[config.mk]
export PLATFORM = sky130hd
export DESIGN_NAME = pulse_space_pulse_frame_decoder
export DESIGN_NICKNAME = d
export VERILOG_FILES = /design/src/sv/pspf_pkg.sv /design/src/sv/pspf_span.sv /design/src/sv/pspf_judge.sv /design/src/sv/pulse_space_pulse_frame_decoder.sv
export SDC_FILE = /design/constraint.sdc
export NUM_CORES = 1
export LEC_CHECK = 0
export ABC_AREA = 1
export ABC_CLOCK_PERIOD_IN_PS = 19800
export BUFFER_PORTS_ARGS = -buffer_cell sky130_fd_sc_hd__clkbuf_2
export CELL_PAD_IN_SITES_DETAIL_PLACEMENT = 1
export CELL_PAD_IN_SITES_GLOBAL_PLACEMENT = 2
export CORE_ASPECT_RATIO = 1.5
export CORE_MARGIN = 2
export CORE_UTILIZATION = 39
export DETAILED_ROUTE_END_ITERATION = 8
export PLACE_DENSITY_LB_ADDON = 0.12
export SYNTH_ARGS = -nofsm -noshare
export SYNTH_HDL_FRONTEND = slang
export SYNTH_SLANG_ARGS = --single-unit
export TNS_END_PERCENT = 5
[constraint.sdc]
create_clock -name aclk -period 19.8 [get_ports aclk]
set_input_delay 0.99 -clock aclk [delete_from_list [all_inputs] [get_ports aclk]]
set_output_delay 0.99 -clock aclk [all_outputs]
set_load 0.02 [all_outputs]
[src/sv/pspf_pkg.sv]
// shared types, codes and constants of the pulse-space-pulse frame decoder
// no dependencies; used by every rtl and checker file of the block
package pspf_pkg;

    localparam int TS_W        = 32;
    localparam int PULSE_W     = 16;
    localparam int TIMEOUT_W   = 20;
    localparam int CFG_MAX_W   = 20;
    localparam int CFG_IDX_W   = 3;
    localparam int CFG_DATA_W  = 20;
    localparam int STATION_W   = 4;
    localparam int STATION_MAX = 15;
    localparam int IN_DATA_W   = 40;
    localparam int OUT_DATA_W  = 8;

    localparam int TICK_US_DEF       = 10;
    localparam int SPACE_STEP_US_DEF = 200;

    // durations saturate one bit above the widest register
    localparam int SAT_W = CFG_MAX_W + 1;

    localparam logic CMD_EDGE   = 1'b0;
    localparam logic CMD_TICK   = 1'b1;
    localparam logic LEVEL_RISE = 1'b1;
    localparam logic SIDE_LEFT  = 1'b0;
    localparam logic SIDE_RIGHT = 1'b1;

    localparam logic [CFG_IDX_W-1:0] REG_PULSE_SPLIT = 3'd0;
    localparam logic [CFG_IDX_W-1:0] REG_PULSE_MIN   = 3'd1;
    localparam logic [CFG_IDX_W-1:0] REG_PULSE_MAX   = 3'd2;
    localparam logic [CFG_IDX_W-1:0] REG_PULSE_TOL   = 3'd3;
    localparam logic [CFG_IDX_W-1:0] REG_SPACE_MIN   = 3'd4;
    localparam logic [CFG_IDX_W-1:0] REG_SPACE_MAX   = 3'd5;
    localparam logic [CFG_IDX_W-1:0] REG_SPACE_BASE  = 3'd6;
    localparam logic [CFG_IDX_W-1:0] REG_TIMEOUT     = 3'd7;

    localparam logic [PULSE_W-1:0]   RST_PULSE_SPLIT = 16'd250;
    localparam logic [PULSE_W-1:0]   RST_PULSE_MIN   = 16'd120;
    localparam logic [PULSE_W-1:0]   RST_PULSE_MAX   = 16'd420;
    localparam logic [PULSE_W-1:0]   RST_PULSE_TOL   = 16'd80;
    localparam logic [PULSE_W-1:0]   RST_SPACE_MIN   = 16'd380;
    localparam logic [PULSE_W-1:0]   RST_SPACE_MAX   = 16'd3200;
    localparam logic [PULSE_W-1:0]   RST_SPACE_BASE  = 16'd500;
    localparam logic [TIMEOUT_W-1:0] RST_TIMEOUT     = 20'd10000;

    typedef struct packed {
        logic [PULSE_W-1:0]   pulse_split;
        logic [PULSE_W-1:0]   pulse_min;
        logic [PULSE_W-1:0]   pulse_max;
        logic [PULSE_W-1:0]   pulse_tol;
        logic [PULSE_W-1:0]   space_min;
        logic [PULSE_W-1:0]   space_max;
        logic [PULSE_W-1:0]   space_base;
        logic [TIMEOUT_W-1:0] frame_timeout;
    } cfg_t;

    typedef struct packed {
        logic                 ok;
        logic                 side;
        logic [STATION_W-1:0] station;
    } verdict_t;

    typedef enum logic [3:0] {
        PH_IDLE   = 4'b0001,
        PH_FIRST  = 4'b0010,
        PH_SPACE  = 4'b0100,
        PH_SECOND = 4'b1000
    } phase_t;

endpackage

[src/sv/pspf_span.sv]
// tick difference to saturated microseconds, shared by every duration and timeout
// depends on pspf_pkg for the timestamp width
module pspf_span #(
    parameter int TICK_US = pspf_pkg::TICK_US_DEF,
    parameter int SAT_W   = pspf_pkg::SAT_W,
    localparam int SPAN_W = SAT_W + $clog2(TICK_US + 1)
) (
    input  logic [pspf_pkg::TS_W-1:0] from_ts,
    input  logic [pspf_pkg::TS_W-1:0] to_ts,
    output logic [SPAN_W-1:0]         span_us
);

    logic [pspf_pkg::TS_W-1:0] ticks;
    logic [SAT_W-1:0]          sat_ticks;

    // modulo 2^32 difference, clamped just above any register value
    always_comb begin
        ticks = to_ts - from_ts;
        if (|ticks[pspf_pkg::TS_W-1:SAT_W-1]) begin
            sat_ticks = {1'b1, {(SAT_W-1){1'b0}}};
        end else begin
            sat_ticks = {1'b0, ticks[SAT_W-2:0]};
        end
        span_us = SPAN_W'(sat_ticks) * SPAN_W'(TICK_US);
    end

endmodule

[src/sv/pspf_judge.sv]
// frame checks on the two pulses and the space, side and station number
// depends on pspf_pkg for the configuration and verdict structs
module pspf_judge #(
    parameter int SPAN_W        = pspf_pkg::SAT_W + 4,
    parameter int SPACE_STEP_US = pspf_pkg::SPACE_STEP_US_DEF
) (
    input  pspf_pkg::cfg_t     cfg,
    input  logic [SPAN_W-1:0]  pulse1_us,
    input  logic [SPAN_W-1:0]  gap_us,
    input  logic [SPAN_W-1:0]  pulse2_us,
    output pspf_pkg::verdict_t verdict
);

    logic                             p1_ok;
    logic                             p2_ok;
    logic                             tol_ok;
    logic                             sp_ok;
    logic [SPAN_W-1:0]                diff;
    logic [SPAN_W-1:0]                excess;
    logic [pspf_pkg::STATION_MAX-1:0] pass;

    always_comb begin
        p1_ok = (pulse1_us >= SPAN_W'(cfg.pulse_min)) && (pulse1_us <= SPAN_W'(cfg.pulse_max));
        p2_ok = (pulse2_us >= SPAN_W'(cfg.pulse_min)) && (pulse2_us <= SPAN_W'(cfg.pulse_max));
        diff  = (pulse1_us > pulse2_us) ? (pulse1_us - pulse2_us) : (pulse2_us - pulse1_us);
        tol_ok = diff <= SPAN_W'(cfg.pulse_tol);
        sp_ok  = (gap_us >= SPAN_W'(cfg.space_min)) && (gap_us <= SPAN_W'(cfg.space_max));
        excess = (gap_us > SPAN_W'(cfg.space_base)) ?
                 (gap_us - SPAN_W'(cfg.space_base)) : '0;
        // rounded division by the step: count the half-step thresholds passed
        for (int k = 1; k <= pspf_pkg::STATION_MAX; k++) begin
            pass[k-1] = 32'(excess) >= 32'(k * SPACE_STEP_US - SPACE_STEP_US / 2);
        end
        verdict.ok      = p1_ok && p2_ok && tol_ok && sp_ok;
        verdict.side    = (pulse1_us < SPAN_W'(cfg.pulse_split)) ?
                          pspf_pkg::SIDE_LEFT : pspf_pkg::SIDE_RIGHT;
        verdict.station = pspf_pkg::STATION_W'($countones(pass));
    end

endmodule

[src/sv/pulse_space_pulse_frame_decoder.sv]
// pulse-space-pulse frame decoder: input register, combinational frame logic, result register
// a closing falling edge is held in the input register, and its result then in the result register
// throughput: one request per cycle while results are taken; a waiting result still lets one more request in
// reset: synchronous active-low aresetn returns the machine to idle, loads the
// register defaults and drops any held request or result
module pulse_space_pulse_frame_decoder #(
    parameter int TICK_US       = pspf_pkg::TICK_US_DEF,
    parameter int SPACE_STEP_US = pspf_pkg::SPACE_STEP_US_DEF
) (
    input  logic                                aclk,
    input  logic                                aresetn,
    input  logic                                s_tvalid,
    output logic                                s_tready,
    input  logic [pspf_pkg::IN_DATA_W-1:0]      s_tdata,   // level, timestamp[31:0], zero pad
    input  logic                                s_tuser,   // command
    output logic                                m_tvalid,
    input  logic                                m_tready,
    output logic [pspf_pkg::OUT_DATA_W-1:0]     m_tdata,   // station[3:0], side, zero pad
    input  logic                                cfg_valid,
    output logic                                cfg_ready,
    input  logic [pspf_pkg::CFG_IDX_W-1:0]      cfg_index,
    input  logic [pspf_pkg::CFG_DATA_W-1:0]     cfg_data
);

    localparam int SPAN_W = pspf_pkg::SAT_W + $clog2(TICK_US + 1);

    pspf_pkg::cfg_t             cfg_reg, cfg_next;
    pspf_pkg::phase_t           phase_reg, phase_next;
    logic [pspf_pkg::TS_W-1:0]  last_edge_reg, last_edge_next;
    logic [SPAN_W-1:0]          pulse1_reg, pulse1_next;
    logic [SPAN_W-1:0]          space_reg, space_next;

    logic                       in_valid_reg, in_valid_next;
    logic                       in_cmd_reg;
    logic                       in_level_reg;
    logic [pspf_pkg::TS_W-1:0]  in_ts_reg;

    logic                            m_valid_reg, m_valid_next;
    logic [pspf_pkg::STATION_W-1:0]  m_station_reg;
    logic                            m_side_reg;

    logic                s_accept;
    logic                advance;
    logic                emit;
    logic [SPAN_W-1:0]   span_us;
    pspf_pkg::verdict_t  verdict;

    assign cfg_ready = 1'b1;
    assign advance   = in_valid_reg && (!m_valid_reg || m_tready);
    assign s_tready  = !in_valid_reg || advance;
    assign s_accept  = s_tvalid && s_tready;
    assign m_tvalid  = m_valid_reg;
    assign m_tdata   = {{(pspf_pkg::OUT_DATA_W - pspf_pkg::STATION_W - 1){1'b0}},
                        m_side_reg, m_station_reg};

    // every duration and the timeout run from the last edge to the current request
    pspf_span #(
        .TICK_US (TICK_US),
        .SAT_W   (pspf_pkg::SAT_W)
    ) u_span (
        .from_ts (last_edge_reg),
        .to_ts   (in_ts_reg),
        .span_us (span_us)
    );

    pspf_judge #(
        .SPAN_W        (SPAN_W),
        .SPACE_STEP_US (SPACE_STEP_US)
    ) u_judge (
        .cfg       (cfg_reg),
        .pulse1_us (pulse1_reg),
        .gap_us    (space_reg),
        .pulse2_us (span_us),
        .verdict   (verdict)
    );

    always_comb begin
        cfg_next = cfg_reg;
        if (cfg_valid) begin
            case (cfg_index)
                pspf_pkg::REG_PULSE_SPLIT: cfg_next.pulse_split = cfg_data[pspf_pkg::PULSE_W-1:0];
                pspf_pkg::REG_PULSE_MIN:   cfg_next.pulse_min   = cfg_data[pspf_pkg::PULSE_W-1:0];
                pspf_pkg::REG_PULSE_MAX:   cfg_next.pulse_max   = cfg_data[pspf_pkg::PULSE_W-1:0];
                pspf_pkg::REG_PULSE_TOL:   cfg_next.pulse_tol   = cfg_data[pspf_pkg::PULSE_W-1:0];
                pspf_pkg::REG_SPACE_MIN:   cfg_next.space_min   = cfg_data[pspf_pkg::PULSE_W-1:0];
                pspf_pkg::REG_SPACE_MAX:   cfg_next.space_max   = cfg_data[pspf_pkg::PULSE_W-1:0];
                pspf_pkg::REG_SPACE_BASE:  cfg_next.space_base  = cfg_data[pspf_pkg::PULSE_W-1:0];
                pspf_pkg::REG_TIMEOUT: begin
                    cfg_next.frame_timeout = cfg_data[pspf_pkg::TIMEOUT_W-1:0];
                end
                default: cfg_next = cfg_reg;
            endcase
        end
    end

    always_comb begin
        phase_next     = phase_reg;
        last_edge_next = last_edge_reg;
        pulse1_next    = pulse1_reg;
        space_next     = space_reg;
        emit           = 1'b0;
        if (advance) begin
            if (in_cmd_reg == pspf_pkg::CMD_TICK) begin
                if (phase_reg != pspf_pkg::PH_IDLE &&
                    span_us > SPAN_W'(cfg_reg.frame_timeout)) begin
                    phase_next = pspf_pkg::PH_IDLE;
                end
            end else begin
                last_edge_next = in_ts_reg;
                if (in_level_reg == pspf_pkg::LEVEL_RISE) begin
                    if (phase_reg == pspf_pkg::PH_SPACE) begin
                        space_next = span_us;
                        phase_next = pspf_pkg::PH_SECOND;
                    end else begin
                        phase_next = pspf_pkg::PH_FIRST;
                    end
                end else begin
                    case (phase_reg)
                        pspf_pkg::PH_FIRST: begin
                            pulse1_next = span_us;
                            phase_next  = pspf_pkg::PH_SPACE;
                        end
                        pspf_pkg::PH_SECOND: begin
                            phase_next = pspf_pkg::PH_IDLE;
                            emit       = verdict.ok;
                        end
                        default: phase_next = pspf_pkg::PH_IDLE;
                    endcase
                end
            end
        end
    end

    always_comb begin
        if (s_accept) begin
            in_valid_next = 1'b1;
        end else if (advance) begin
            in_valid_next = 1'b0;
        end else begin
            in_valid_next = in_valid_reg;
        end
        if (advance) begin
            m_valid_next = emit;
        end else if (m_tready) begin
            m_valid_next = 1'b0;
        end else begin
            m_valid_next = m_valid_reg;
        end
    end

    always_ff @(posedge aclk) begin
        if (!aresetn) begin
            cfg_reg.pulse_split   <= pspf_pkg::RST_PULSE_SPLIT;
            cfg_reg.pulse_min     <= pspf_pkg::RST_PULSE_MIN;
            cfg_reg.pulse_max     <= pspf_pkg::RST_PULSE_MAX;
            cfg_reg.pulse_tol     <= pspf_pkg::RST_PULSE_TOL;
            cfg_reg.space_min     <= pspf_pkg::RST_SPACE_MIN;
            cfg_reg.space_max     <= pspf_pkg::RST_SPACE_MAX;
            cfg_reg.space_base    <= pspf_pkg::RST_SPACE_BASE;
            cfg_reg.frame_timeout <= pspf_pkg::RST_TIMEOUT;
            phase_reg     <= pspf_pkg::PH_IDLE;
            last_edge_reg <= '0;
            in_valid_reg  <= 1'b0;
            m_valid_reg   <= 1'b0;
        end else begin
            cfg_reg       <= cfg_next;
            phase_reg     <= phase_next;
            last_edge_reg <= last_edge_next;
            in_valid_reg  <= in_valid_next;
            m_valid_reg   <= m_valid_next;
        end
    end

    // payload registers carry no reset
    always_ff @(posedge aclk) begin
        pulse1_reg <= pulse1_next;
        space_reg  <= space_next;
        if (s_accept) begin
            in_cmd_reg   <= s_tuser;
            in_level_reg <= s_tdata[0];
            in_ts_reg    <= s_tdata[pspf_pkg::TS_W:1];
        end
        if (advance && emit) begin
            m_station_reg <= verdict.station;
            m_side_reg    <= verdict.side;
        end
    end

endmodule

==> impl_metrics.csv <==
group,metric,value,unit
final_layout,layout-area-overhead-vs-synth,10.4,%
drt,vias_per_cell,5.26,
critical_path,cpMostUsedCell,"sky130_fd_sc_hd__nand2_1",
drt,via_count,20252,
final_layout,antenna_cells_inserted,0,
floorplanning,core-area,53600,um2
floorplanning,initial_utilization,39.5,%
floorplanning,number_of_placement_rows,104,
critical_path,startpoint,"in_ts_reg[20]",
synth,synth_edf_count,87,
synth,netlist_area,21200,um2
drt,drt_iter0_markers,674,
final_layout,share_of_post_route_cells_with_drive_strength_above_1,5.89,%
clock_network,postCtsResizedCells,0,
global_routing,antenna_violations_before_repair,0,
pwr,power_per_cell_area,59.2,nW/um2
place,placed_cells_incl_taps,3791,
critical_path,cp_max_fo,32,
critical_path,critical_path.top_delay_family,"simple AND/OR/NAND/NOR gates",
critical_path,setup.worst_path.end,"m_station_reg[1]",
clock_network,clk_latency,630,ps
critical_path,end_kind,"register",
min_path,classification_of_the_worst_slack_hold_path,"reg2reg",
global_routing,global_route.usage.total,27.3,%
floorplanning,die_h,289,um
synth,total_of_flip_flops_plus_latches_after_synthesis,257,
floorplanning,die_area,56200,um2
sta,period_minus_slack,10690,ps
final_layout,layout.cells.most_common,"sky130_fd_sc_hd__nand2_1",
synth,yosysWarningCount,0,
sta,min_period_over_period,54.0,%
critical_path,r2r-start,"in_ts_reg[20]",
drt,final_routed_wirelength_across_all_metal_layers,76.6,mm
clock_network,clock_tree_from_tritoncts,"built",
critical_path,worst-r2r-setup-slack,9110,ps
critical_path,worst_ep_required_time,20010,ps
synth,ys_dominant_reg_cell,"sky130_fd_sc_hd__dfxtp_1",
sta,totalNegativeSetupSlack,0,ps
sta,clock_skew,55.1,ps
critical_path,critPathSlowestCell,"sky130_fd_sc_hd__o311ai_0",
pwr,worst_voltage_drop_across_the_vdd_grid,0.0957,mV
final_layout,stdcell_count,3847,
sta,timing.final.max_slew_violations,0,
final_layout,finalNetCount,3493,
critical_path,r2r_end,"m_station_reg[1]",
sta,timing_worst_slew_pin_value,1160,ps
clock_network,cts-root-buf,"sky130_fd_sc_hd__clkbuf_16",
drt,remaining_drc_errors,0,
critical_path,setup.worst_path.class,"reg2reg",
synth,synth_seq_area_share,28.4,%
clock_network,max-clock-path-buffers,3,
floorplanning,ios,80,
drt,detailedRoute.firstPassIterationCount,5,
synth,syn-mean-instance-area,6.89,um2
global_routing,grt_pass1_wl,119,mm
critical_path,cp.buffers_inverters,7,
global_routing,gr-total-overflow,0,
synth,yosysUniqueCellTypes,59,
clock_network,holdBufCountCts,0,
final_layout,largest_register_ff_count,132,
clock_network,post-cts-setup-buffer-count,0,
place,half_perimeter_wire_length_after_detailed_placement,62.9,mm
sta,final_hold_viol_count,0,
global_routing,grt_pass1_vias,21638,
critical_path,arrival,10900,ps
clock_network,clock-sinks,257,
pwr,leakage,11.5,nW
sta,fmax,93.6,MHz
run_status,status,"finished, final reports clean",
synth,asyncSetResetFlopFracSynth,0,%
floorplanning,die_width,194,um
critical_path,cp_slowest_stage_delay,860,ps
place,port_buffers,68,
critical_path,ff2ff_path_depth,47,
clock_network,worst_setup_hold_path_clk_slew,60,ps
synth,post_synth_inst_count,3070,
sta,setup_violations,0,
critical_path,crit_cells,47,
place,gp_congestion,0.920,
final_layout,layout_common_cells,"737 x sky130_fd_sc_hd__nand2_1, 533 x sky130_fd_sc_hd__inv_1, 296 x sky130_fd_sc_hd__a21oi_1",
clock_network,cts.htree.levels,1,
flow_run,drv_cap,0,
critical_path,timing.critical_path.from_type,"register",
drt,antenna_violating_nets_post_route,0,
clock_network,cts_made_buffers,30,
sta,worst_slew_margin_rel,22.9,%
sta,setup_repair_after_global_routing_missed_its_margin,"no",
global_routing,grt_start_max_net_pins,118,
drt,drt-wirelength-per-cell,19.9,um
metal layers:
layer	vias up	GRT usage, %	part of all wire [%]
li1	10073	-	-
met1	9742	25.5	35
met2	264	57.0	56
met3	173	2.15	2.0
met4	0	15.7	6.6
met5	-	0	0
synthesized netlist by cell type, types with 3 or more instances:
library cell,number,share of area (%)
sky130_fd_sc_hd__nand2_1,738,13
sky130_fd_sc_hd__xor2_1,33,1.4
sky130_fd_sc_hd__nor4_1,9,0.27
sky130_fd_sc_hd__ha_1,275,16
sky130_fd_sc_hd__a21boi_0,4,0.14
sky130_fd_sc_hd__o21a_1,13,0.46
sky130_fd_sc_hd__nor3_2,3,0.14
sky130_fd_sc_hd__a21oi_2,3,0.12
sky130_fd_sc_hd__o21ai_0,185,4.4
sky130_fd_sc_hd__xnor2_1,35,1.4
sky130_fd_sc_hd__o21bai_1,7,0.25
sky130_fd_sc_hd__edfxtp_1,87,12
sky130_fd_sc_hd__or2_2,6,0.18
sky130_fd_sc_hd__a31oi_1,8,0.24
sky130_fd_sc_hd__nor2_1,259,4.6
sky130_fd_sc_hd__inv_1,533,9.5
sky130_fd_sc_hd__a21oi_1,296,7.0
sky130_fd_sc_hd__nand3b_1,4,0.14
sky130_fd_sc_hd__nand4_1,43,1.3
sky130_fd_sc_hd__nor2_2,6,0.18
sky130_fd_sc_hd__nand2_2,7,0.21
sky130_fd_sc_hd__buf_2,5,0.12
sky130_fd_sc_hd__nand3_1,144,3.4
sky130_fd_sc_hd__nor3_1,31,0.73
sky130_fd_sc_hd__and2_1,3,0.089
sky130_fd_sc_hd__o211ai_1,35,1.2
sky130_fd_sc_hd__fa_1,15,1.4
sky130_fd_sc_hd__buf_4,6,0.21
sky130_fd_sc_hd__inv_2,4,0.071
sky130_fd_sc_hd__o21ai_1,8,0.19
sky130_fd_sc_hd__dfxtp_1,170,16
sky130_fd_sc_hd__a21o_1,14,0.50
sky130_fd_sc_hd__clkbuf_1,45,0.80
sky130_fd_sc_hd__buf_6,4,0.21
how the worst min path moves through the flow:
| stage | cells after the start | startpoint | end |
|---|---|---|---|
| floorplan | 2 | cfg_reg[52] | cfg_reg[52] |
| global placement | 2 | cfg_reg[124] | cfg_reg[124] |
| detailed placement | 2 | cfg_reg[23] | cfg_reg[23] |
| CTS | 2 | cfg_reg[23] | cfg_reg[23] |
| global route | 2 | last_edge_reg[16] | last_edge_reg[16] |
| finish | 2 | last_edge_reg[14] | last_edge_reg[14] |
cells by family after synthesis:
kind of cell,Yosys count,share of synthesized area [%]
and+or+nand+nor,1263,24.7
buffers and inverters,600,10.9
AOI/OAI and AO/OA,588,15.3
adders and majority gates,290,17.7
DFF,257,28.4
xor gates and xnor gates,68,2.81
other,2,0.0355
muxes,2,0.0946
metrics by stage:
stage	power, mW	hold slack (ps)	area [um2]	util [%]	worst slack, ps
6_report	1.38	460	23400	43.6	9110
5_1_grt	1.45	481	23400	43.6	8180
4_1_cts	1.40	464	23400	43.6	8950
3_5_place_dp	0.776	454	22300	41.5	8970
3_3_place_gp	0.769	446	22300	41.5	9140
2_1_floorplan	0.711	430	21200	-	11870
final cells by class:
cell class              count  area, um2
clock buffers              32        768
clock inverters            24        337
fillers                  6952      30200
inverters                 539       2030
multi-input cells        2218      12900
flip-flops and latches    257       6020
well taps                 689        862
repair buffers             88        493
worst reg2reg max path: cells and delay by family, from the launching register on:
family / cells / cell delay, ps
AO/OA/AOI/OAI: 4 / 1420
XOR/XNOR: 1 / 170
adder cells (fa/ha/maj): 5 / 1930
buffers and inverters: 7 / 1410
flip-flops: 1 / 420
AND/OR/NAND/NOR: 30 / 5000
power breakdown:
part           switching, mW  leakage [nW]  total [mW]  internal (mW)
Sequential           0.00592          2.18       0.567          0.561
Combinational          0.134          8.79       0.196         0.0626
Clock                  0.255         0.522       0.620          0.364
(Power assumes the default switching activity.)
